==> config.mk <==
export PLATFORM = sky130hd
export DESIGN_NAME = pi_controller_velocity_sat
export DESIGN_NICKNAME = d
export VERILOG_FILES = /design/src/pcvs_pkg.sv /design/src/pcvs_increment.sv /design/src/pcvs_accumulate.sv /design/src/pi_controller_velocity_sat.sv
export SDC_FILE = /design/constraint.sdc
export NUM_CORES = 2
export LEC_CHECK = 0
export ABC_CLOCK_PERIOD_IN_PS = 8850
export BUFFER_PORTS_ARGS = -buffer_cell sky130_fd_sc_hd__buf_2
export CORE_MARGIN = 10
export CORE_UTILIZATION = 35
export DETAILED_ROUTE_END_ITERATION = 6
export HOLD_SLACK_MARGIN = 0.1
export PLACE_DENSITY = 0.57
export SYNTH_ARGS = -nofsm -noshare
export SYNTH_HDL_FRONTEND = slang
export SYNTH_SLANG_ARGS = --single-unit
export TNS_END_PERCENT = 50
==> constraint.sdc <==
create_clock -name aclk -period 8.85 [get_ports aclk]
set_input_delay 1.77 -clock aclk [delete_from_list [all_inputs] [get_ports aclk]]
set_output_delay 1.77 -clock aclk [all_outputs]
set_load 0.02 [all_outputs]
==> src/pcvs_pkg.sv <==
// ---------------------------------------------------------------------------
// pcvs_pkg
// Widths, codes and types shared by the velocity-form PI controller.
// ---------------------------------------------------------------------------
package pcvs_pkg;

    // Core sizing
    localparam int ERR_WIDTH = 16;
    localparam int ACC_WIDTH = 32;
    localparam int FRAC_BITS = 8;

    // Fixed field widths
    localparam int S_DATA_W   = 16;
    localparam int DRIVE_W    = 32;
    localparam int GAIN_W     = 16;
    localparam int MODE_W     = 2;
    localparam int LIMIT_W    = 32;
    localparam int CFG_IDX_W  = 3;
    localparam int CFG_DATA_W = 32;

    // Datapath widths
    localparam int DIFF_W    = ERR_WIDTH + 1;
    localparam int PROD_W    = GAIN_W + DIFF_W;
    localparam int SUM_W     = PROD_W + 1;
    localparam int INC_W     = SUM_W - FRAC_BITS;
    localparam int STATE_W   = (ACC_WIDTH > LIMIT_W) ? ACC_WIDTH : LIMIT_W;
    localparam int WIDE_BASE = (STATE_W > INC_W) ? STATE_W : INC_W;
    localparam int WIDE_W    = WIDE_BASE + 1;

    // Accumulator range at ACC_WIDTH, held in the wide adder format
    localparam logic signed [WIDE_W-1:0] ACC_HI =
        WIDE_W'({1'b0, {(ACC_WIDTH-1){1'b1}}});
    localparam logic signed [WIDE_W-1:0] ACC_LO = ~ACC_HI;

    // Register indexes
    localparam logic [CFG_IDX_W-1:0] CFG_KP    = CFG_IDX_W'(0);
    localparam logic [CFG_IDX_W-1:0] CFG_KIT   = CFG_IDX_W'(1);
    localparam logic [CFG_IDX_W-1:0] CFG_MODE  = CFG_IDX_W'(2);
    localparam logic [CFG_IDX_W-1:0] CFG_LOWER = CFG_IDX_W'(3);
    localparam logic [CFG_IDX_W-1:0] CFG_UPPER = CFG_IDX_W'(4);

    // Limit modes
    localparam logic [MODE_W-1:0] LIMIT_NONE  = MODE_W'(0);
    localparam logic [MODE_W-1:0] LIMIT_CLAMP = MODE_W'(1);
    localparam logic [MODE_W-1:0] LIMIT_WRAP  = MODE_W'(2);

    typedef struct packed {
        logic signed [GAIN_W-1:0]  kp;
        logic signed [GAIN_W-1:0]  kit;
        logic [MODE_W-1:0]         mode;
        logic signed [LIMIT_W-1:0] lower;
        logic signed [LIMIT_W-1:0] upper;
    } cfg_t;

    // Take the error from the stream field: low ERR_WIDTH bits, zero above the field
    function automatic logic signed [ERR_WIDTH-1:0] err_from_field(
        input logic [S_DATA_W-1:0] field
    );
        logic signed [ERR_WIDTH-1:0] res;
        int                          j;
        for (int i = 0; i < ERR_WIDTH; i++) begin
            j      = (i < S_DATA_W) ? i : 0;
            res[i] = (i < S_DATA_W) ? field[j] : 1'b0;
        end
        return res;
    endfunction

endpackage

==> src/pcvs_increment.sv <==
// ---------------------------------------------------------------------------
// pcvs_increment
// Error register, then kp*diff + kit*prev floored by 2^FRAC_BITS.
// ---------------------------------------------------------------------------
module pcvs_increment (
    input  logic                                   aclk,
    input  logic                                   aresetn,
    input  logic                                   in_valid,
    output logic                                   in_ready,
    input  logic signed [pcvs_pkg::ERR_WIDTH-1:0]  in_error,
    input  pcvs_pkg::cfg_t                         cfg,
    output logic                                   out_valid,
    input  logic                                   out_ready,
    output logic signed [pcvs_pkg::INC_W-1:0]      out_inc
);

    logic                                  v1_reg;
    logic signed [pcvs_pkg::DIFF_W-1:0]    diff_reg;
    logic signed [pcvs_pkg::ERR_WIDTH-1:0] prev_use_reg;
    logic signed [pcvs_pkg::ERR_WIDTH-1:0] prev_err_reg;
    logic                                  v2_reg;
    logic signed [pcvs_pkg::INC_W-1:0]     inc_reg;

    logic                                  adv1;
    logic                                  adv2;
    logic                                  accept;
    logic signed [pcvs_pkg::DIFF_W-1:0]    diff_next;
    logic signed [pcvs_pkg::PROD_W-1:0]    prod_p;
    logic signed [pcvs_pkg::PROD_W-1:0]    prod_i;
    logic signed [pcvs_pkg::SUM_W-1:0]     sum;
    logic signed [pcvs_pkg::INC_W-1:0]     inc_next;

    assign adv2     = !v2_reg || out_ready;
    assign adv1     = !v1_reg || adv2;
    assign in_ready = adv1;
    assign accept   = in_valid && adv1;

    assign diff_next = pcvs_pkg::DIFF_W'(in_error) - pcvs_pkg::DIFF_W'(prev_err_reg);

    assign prod_p   = pcvs_pkg::PROD_W'(cfg.kp) * pcvs_pkg::PROD_W'(diff_reg);
    assign prod_i   = pcvs_pkg::PROD_W'(cfg.kit) * pcvs_pkg::PROD_W'(prev_use_reg);
    assign sum      = pcvs_pkg::SUM_W'(prod_p) + pcvs_pkg::SUM_W'(prod_i);
    // dropping the fraction bits of a two's complement value is a floor
    assign inc_next = $signed(sum[pcvs_pkg::SUM_W-1:pcvs_pkg::FRAC_BITS]);

    always_ff @(posedge aclk) begin
        if (!aresetn) begin
            v1_reg       <= 1'b0;
            v2_reg       <= 1'b0;
            prev_err_reg <= '0;
        end else begin
            if (adv1) begin
                v1_reg <= in_valid;
            end
            if (adv2) begin
                v2_reg <= v1_reg;
            end
            if (accept) begin
                prev_err_reg <= in_error;
            end
        end
    end

    always_ff @(posedge aclk) begin
        if (accept) begin
            diff_reg     <= diff_next;
            prev_use_reg <= prev_err_reg;
        end
        if (adv2 && v1_reg) begin
            inc_reg <= inc_next;
        end
    end

    assign out_valid = v2_reg;
    assign out_inc   = inc_reg;

endmodule

==> src/pcvs_accumulate.sv <==
// ---------------------------------------------------------------------------
// pcvs_accumulate
// Saturating accumulate, limit by mode, output word register.
// ---------------------------------------------------------------------------
module pcvs_accumulate (
    input  logic                                  aclk,
    input  logic                                  aresetn,
    input  logic                                  in_valid,
    output logic                                  in_ready,
    input  logic signed [pcvs_pkg::INC_W-1:0]     in_inc,
    input  pcvs_pkg::cfg_t                        cfg,
    output logic                                  m_valid,
    input  logic                                  m_ready,
    output logic [pcvs_pkg::DRIVE_W-1:0]          m_drive
);

    logic signed [pcvs_pkg::STATE_W-1:0] acc_reg;
    logic signed [pcvs_pkg::STATE_W-1:0] acc_next;
    logic                                out_valid_reg;
    logic [pcvs_pkg::DRIVE_W-1:0]        drive_reg;

    logic                                load;
    logic signed [pcvs_pkg::WIDE_W-1:0]  wide_sum;
    logic signed [pcvs_pkg::STATE_W-1:0] sat;
    logic signed [pcvs_pkg::STATE_W-1:0] lim_lo;
    logic signed [pcvs_pkg::STATE_W-1:0] lim_hi;

    assign in_ready = !out_valid_reg || m_ready;
    assign load     = in_valid && in_ready;

    assign wide_sum = pcvs_pkg::WIDE_W'(acc_reg) + pcvs_pkg::WIDE_W'(in_inc);
    assign lim_lo   = pcvs_pkg::STATE_W'(cfg.lower);
    assign lim_hi   = pcvs_pkg::STATE_W'(cfg.upper);

    always_comb begin
        if (wide_sum > pcvs_pkg::ACC_HI) begin
            sat = pcvs_pkg::STATE_W'(pcvs_pkg::ACC_HI);
        end else if (wide_sum < pcvs_pkg::ACC_LO) begin
            sat = pcvs_pkg::STATE_W'(pcvs_pkg::ACC_LO);
        end else begin
            sat = pcvs_pkg::STATE_W'(wide_sum);
        end

        acc_next = sat;
        case (cfg.mode)
            pcvs_pkg::LIMIT_CLAMP: begin
                if (sat > lim_hi) begin
                    acc_next = lim_hi;
                end else if (sat < lim_lo) begin
                    acc_next = lim_lo;
                end
            end
            pcvs_pkg::LIMIT_WRAP: begin
                if (sat > lim_hi) begin
                    acc_next = lim_lo;
                end else if (sat < lim_lo) begin
                    acc_next = lim_hi;
                end
            end
            default: begin
                acc_next = sat;
            end
        endcase
    end

    always_ff @(posedge aclk) begin
        if (!aresetn) begin
            acc_reg       <= '0;
            out_valid_reg <= 1'b0;
        end else begin
            if (in_ready) begin
                out_valid_reg <= in_valid;
            end
            if (load) begin
                acc_reg <= acc_next;
            end
        end
    end

    always_ff @(posedge aclk) begin
        if (load) begin
            drive_reg <= acc_next[pcvs_pkg::DRIVE_W-1:0];
        end
    end

    assign m_valid = out_valid_reg;
    assign m_drive = drive_reg;

endmodule

==> src/pi_controller_velocity_sat.sv <==
// ---------------------------------------------------------------------------
// pi_controller_velocity_sat
// Incremental PI controller with width saturation and output limiting.
// ---------------------------------------------------------------------------
// Takes one signed error word per cycle and returns one drive word for each,
// in order. A word is accepted every clock while the output side keeps up;
// each result passes the difference, increment and drive registers. The rate
// is set by the accumulator loop: add, saturate to the accumulator width and
// limit are combinational into the accumulator register, so words can follow
// back to back. The two multiplies sit in a stage of their own ahead of that loop.
// Gains are signed Q8.8, error and drive are integers; the increment is
// floored toward minus infinity. Write the configuration registers only
// while no word is in flight. There is no clearing pass after reset.
// ---------------------------------------------------------------------------
module pi_controller_velocity_sat (
    input  logic                                 aclk,
    input  logic                                 aresetn,
    // input stream
    input  logic                                 s_tvalid,
    output logic                                 s_tready,
    input  logic [pcvs_pkg::S_DATA_W-1:0]        s_tdata,    // [15:0] error_sample
    // result stream
    output logic                                 m_tvalid,
    input  logic                                 m_tready,
    output logic [pcvs_pkg::DRIVE_W-1:0]         m_tdata,    // [31:0] drive
    // register write port
    input  logic                                 cfg_we,
    input  logic [pcvs_pkg::CFG_IDX_W-1:0]       cfg_index,
    input  logic [pcvs_pkg::CFG_DATA_W-1:0]      cfg_data
);

    pcvs_pkg::cfg_t                        cfg_reg;
    pcvs_pkg::cfg_t                        cfg_next;

    logic signed [pcvs_pkg::ERR_WIDTH-1:0] in_error;
    logic                                  inc_valid;
    logic                                  inc_ready;
    logic signed [pcvs_pkg::INC_W-1:0]     inc_value;

    // Register decode: a write lands on the named field, other indexes drop
    always_comb begin
        cfg_next = cfg_reg;
        if (cfg_we) begin
            unique case (cfg_index)
                pcvs_pkg::CFG_KP:    cfg_next.kp    = cfg_data[pcvs_pkg::GAIN_W-1:0];
                pcvs_pkg::CFG_KIT:   cfg_next.kit   = cfg_data[pcvs_pkg::GAIN_W-1:0];
                pcvs_pkg::CFG_MODE:  cfg_next.mode  = cfg_data[pcvs_pkg::MODE_W-1:0];
                pcvs_pkg::CFG_LOWER: cfg_next.lower = cfg_data[pcvs_pkg::LIMIT_W-1:0];
                pcvs_pkg::CFG_UPPER: cfg_next.upper = cfg_data[pcvs_pkg::LIMIT_W-1:0];
                default:             cfg_next = cfg_reg;
            endcase
        end
    end

    // Reset to zero gains, no limiting and the full 32-bit limit range
    always_ff @(posedge aclk) begin
        if (!aresetn) begin
            cfg_reg.kp    <= '0;
            cfg_reg.kit   <= '0;
            cfg_reg.mode  <= pcvs_pkg::LIMIT_NONE;
            cfg_reg.lower <= {1'b1, {(pcvs_pkg::LIMIT_W-1){1'b0}}};
            cfg_reg.upper <= {1'b0, {(pcvs_pkg::LIMIT_W-1){1'b1}}};
        end else begin
            cfg_reg <= cfg_next;
        end
    end

    // Take the error from the low bits of the word
    assign in_error = pcvs_pkg::err_from_field(s_tdata);

    // Hold e_prev, form the floored increment
    pcvs_increment u_increment (
        .aclk      (aclk),
        .aresetn   (aresetn),
        .in_valid  (s_tvalid),
        .in_ready  (s_tready),
        .in_error  (in_error),
        .cfg       (cfg_reg),
        .out_valid (inc_valid),
        .out_ready (inc_ready),
        .out_inc   (inc_value)
    );

    // Advance the accumulator and register the drive word
    pcvs_accumulate u_accumulate (
        .aclk     (aclk),
        .aresetn  (aresetn),
        .in_valid (inc_valid),
        .in_ready (inc_ready),
        .in_inc   (inc_value),
        .cfg      (cfg_reg),
        .m_valid  (m_tvalid),
        .m_ready  (m_tready),
        .m_drive  (m_tdata)
    );

endmodule

==> results.ini <==
[finish]
layout_commonest_cell=inv_1
area_growth_pct=8.63
final_area_um2=37800
largest_register_ffs=98
nets=4794
layout-drive-gt1-share_pct=6.90
final_cell_mix=inv_1 (746), nand2_1 (635), fa_1 (606)

[synthesis]
syn_nets=4785
synth_xor_area_share_pct=1.86
synthAdderAreaFrac_pct=44.3
synthTopCellsByArea=fa_1 (35%), ha_1 (9.4%), dfxtp_1 (8.6%)
avgSynthCellArea_um2=9.00
syn_area_um2=34800
synth_top_family_by_area=adder cells
ys_seq_area_share_pct=16.4
synth_ff_type=dfxtp_1
synthMuxAreaShare_pct=0.514
synthDistinctLibCells=81
synth_cells=3862
yosys.area_share.simple_pct=14.6
synth-edff-count=91
synth_compound_area_share_pct=12.1
synth_largest_type_area_fraction_pct=34.9
yosysTopAreaCell=fa_1
synth_warnings=0
synth-seq-cells=240
synthArstFlopShare_pct=0

[routing]
drtAntennaViolNets=0
drt_iter0_markers=1974
routed_via_density=5.09
wire_per_inst_um=19.6
dr.pass1.iters=5
vias=26400
drt-total-wl_mm=102
remaining_drc_errors=0

[clocking]
post_cts_buffers=0
clk_path_buf_depth=3
cts.htree.levels=1
cts_tree=done
numCtsBuffers=31
clkSlewWorstSetupHoldPaths_ns=0.06
clkLatencyLatePin_ns=0.63
clock_tree.root_cell=clkbuf_16
cts_sinks=240
ctsHoldBuffers=0
cts_resized=0

[grt]
grt_max_degree=80
grt_pass1_wl_mm=160
grt.overflow.total=0
grt_usage_pct=18.1
antenna_found_initial=7
grt_pass1_vias=27100

[worst_hold_path]
hp-start=u_increment.prev_err_reg[12]$_SDFFE_PN0P_
min_to=u_increment.prev_use_reg[12]$_DFFE_PP_
hold_class=flip-flop to flip-flop
whs_path_depth=0

[die]
design.core.area_um2=98600
initial_core_util_pct=35.3
rows=115
top_level_ports=90
dieArea_um2=112000
die_h_um=335
die_w_um=335

[setup_path]
path_buf_inv=3
cp-end-kind=flip-flop
path_delay_family=adder cells
rrSetupSlack_ns=0.53
slowest_stage=dfxtp_1
r2r_cells=23
crit_arrival_ns=8.67
crit_required_ns=9.21
crit_type=flip-flop to flip-flop
slowest_delay_ns=0.79
crit_fanout=18
r2r_start=cfg_reg[90]$_SDFFE_PN0P_
reg2reg_to=u_increment.out_inc[25]$_DFFE_PP_
path_cells=nand2_1 > fa_1 > inv_1 > fa_1 > inv_1 > fa_1 > fa_1 > fa_1 > fa_1 > fa_1 > inv_1 > fa_1 > ha_1 > a21o_1 > a211o_1 > o211ai_1 > nand4_1 > a31o_2 > a41o_1 > o41ai_1 > o21bai_1 > a21oi_1 > xnor2_1
path_common_cell=fa_1
startpoint_type=flip-flop

[timing]
hold_viol=0
relSlewSlack_pct=27.9
clock_skew_ns=0.0177
tightestPinTransition_ns=1.08
rsz0062_at_grt=no
fin_ws_ns=0.534
drv_slew=0
fmax_mhz=120
period_needed_ns=8.32
fin_crit_sh_pct=94.0
setup_violations=0
finalSetupTns_ns=0

[pwr]
peakVddDrop_v=0.000181
p_int_mw=2.93
p_per_area_nw_per_um2=130
total_power_mw=4.91
seq_power_share_pct=28.6
combPwrFrac_pct=43.2
clockPowerShare_pct=28.1
leakagePower_nw=16.4
swShare_pct=40.2
power.net_switching_mw=1.97

[flow_run]
maxCapViolations=0

[placement]
gp_congestion=0.892
place_hpwl_mm=82.1
pre_cts_ws_ns=0.535
place_area_um2=36700
place.port_buffers=89

[outcome]
status=completed

area by class of cell:
| cell class | count | area, um2 |
|---|---|---|
| Fill cell | 9920 | 60800 |
| Antenna cell | 1 | 2.50 |
| Timing Repair Buffer | 163 | 1000 |
| Clock inverter | 20 | 246 |
| Sequential cell | 240 | 5720 |
| Tap cell | 1287 | 1610 |
| Clock buffer | 38 | 842 |
| Multi-Input combinational cell | 2686 | 25500 |
| Inverter | 749 | 2810 |
through the flow:
step           hold WS [ns]  utilization (%)  instances
2_1_floorplan         0.430                -       3862
5_1_grt               0.479             38.3       5183
3_5_place_dp          0.449             37.2       5125
4_1_cts               0.463             38.3       5183
6_report              0.461             38.3       5184
3_3_place_gp          0.443             37.2       5125
routing by layer:
metal	part of all wire, %	global-route usage [%]	vias up
met3	6.5	2.91	147
met2	45	28.7	761
li1	-	-	12200
met5	0.056	0	-
met4	2.1	3.89	8
met1	47	25.8	13200
synthesized netlist by cell type, types with 35 or more instances:
master / number
a21boi_0: 67
a21o_1: 36
a21oi_1: 149
and2_1: 177
clkbuf_1: 168
dfxtp_1: 149
edfxtp_1: 91
fa_1: 606
ha_1: 261
inv_1: 748
nand2_1: 635
nand2b_1: 35
nand3_1: 67
nor2_1: 84
o211ai_1: 43
o21ai_0: 96
xnor2_1: 58
how the worst max path moves through the flow:
stage                                            startpoint                                 to  slack [ns]  cells after the start
after floorplan                    cfg_reg[81]$_SDFFE_PN0P_  u_increment.out_inc[25]$_DFFE_PP_        1.02                     24
after global placement             cfg_reg[87]$_SDFFE_PN0P_  u_increment.out_inc[25]$_DFFE_PP_        0.65                     27
after detailed placement           cfg_reg[84]$_SDFFE_PN0P_  u_increment.out_inc[25]$_DFFE_PP_        0.53                     26
after CTS                 u_increment.diff_reg[7]$_DFFE_PP_  u_increment.out_inc[25]$_DFFE_PP_        0.57                     23
after global routing               cfg_reg[84]$_SDFFE_PN0P_  u_increment.out_inc[25]$_DFFE_PP_        0.11                     26
final                              cfg_reg[90]$_SDFFE_PN0P_  u_increment.out_inc[25]$_DFFE_PP_        0.53                     23
cells by family (layout without fill, tap and decap cells):
| logic type | Yosys count | count (layout) |
|---|---|---|
| other cells | 0 | 1 |
| simple gates | 1109 | 1109 |
| xor+xnor | 74 | 74 |
| mux | 16 | 16 |
| compound gates | 620 | 620 |
| flops | 240 | 240 |
| buf+inv | 936 | 970 |
| fa+ha+maj | 867 | 867 |
power groups by stage:
stage	Sequential [mW]	Combinational [mW]	Clock, mW
final	1.40	2.12	1.38
after global routing	1.42	2.37	1.44
after CTS	1.40	2.12	1.41
after detailed placement	1.43	2.11	0
after global placement	1.43	2.08	0
after floorplan	1.37	1.50	0
worst reg2reg max path, cell delays in order, from the launching register on:
cell,delay [ns]
dfxtp_1,0.79
nand2_1,0.18
fa_1,0.57
inv_1,0.05
fa_1,0.52
inv_1,0.07
fa_1,0.56
fa_1,0.48
fa_1,0.58
fa_1,0.43
fa_1,0.49
inv_1,0.05
fa_1,0.44
ha_1,0.35
a21o_1,0.19
a211o_1,0.28
o211ai_1,0.12
nand4_1,0.33
a31o_2,0.38
a41o_1,0.27
o41ai_1,0.46
o21bai_1,0.17
a21oi_1,0.20
xnor2_1,0.08
No activity file was read; power rests on OpenSTA's default activity.
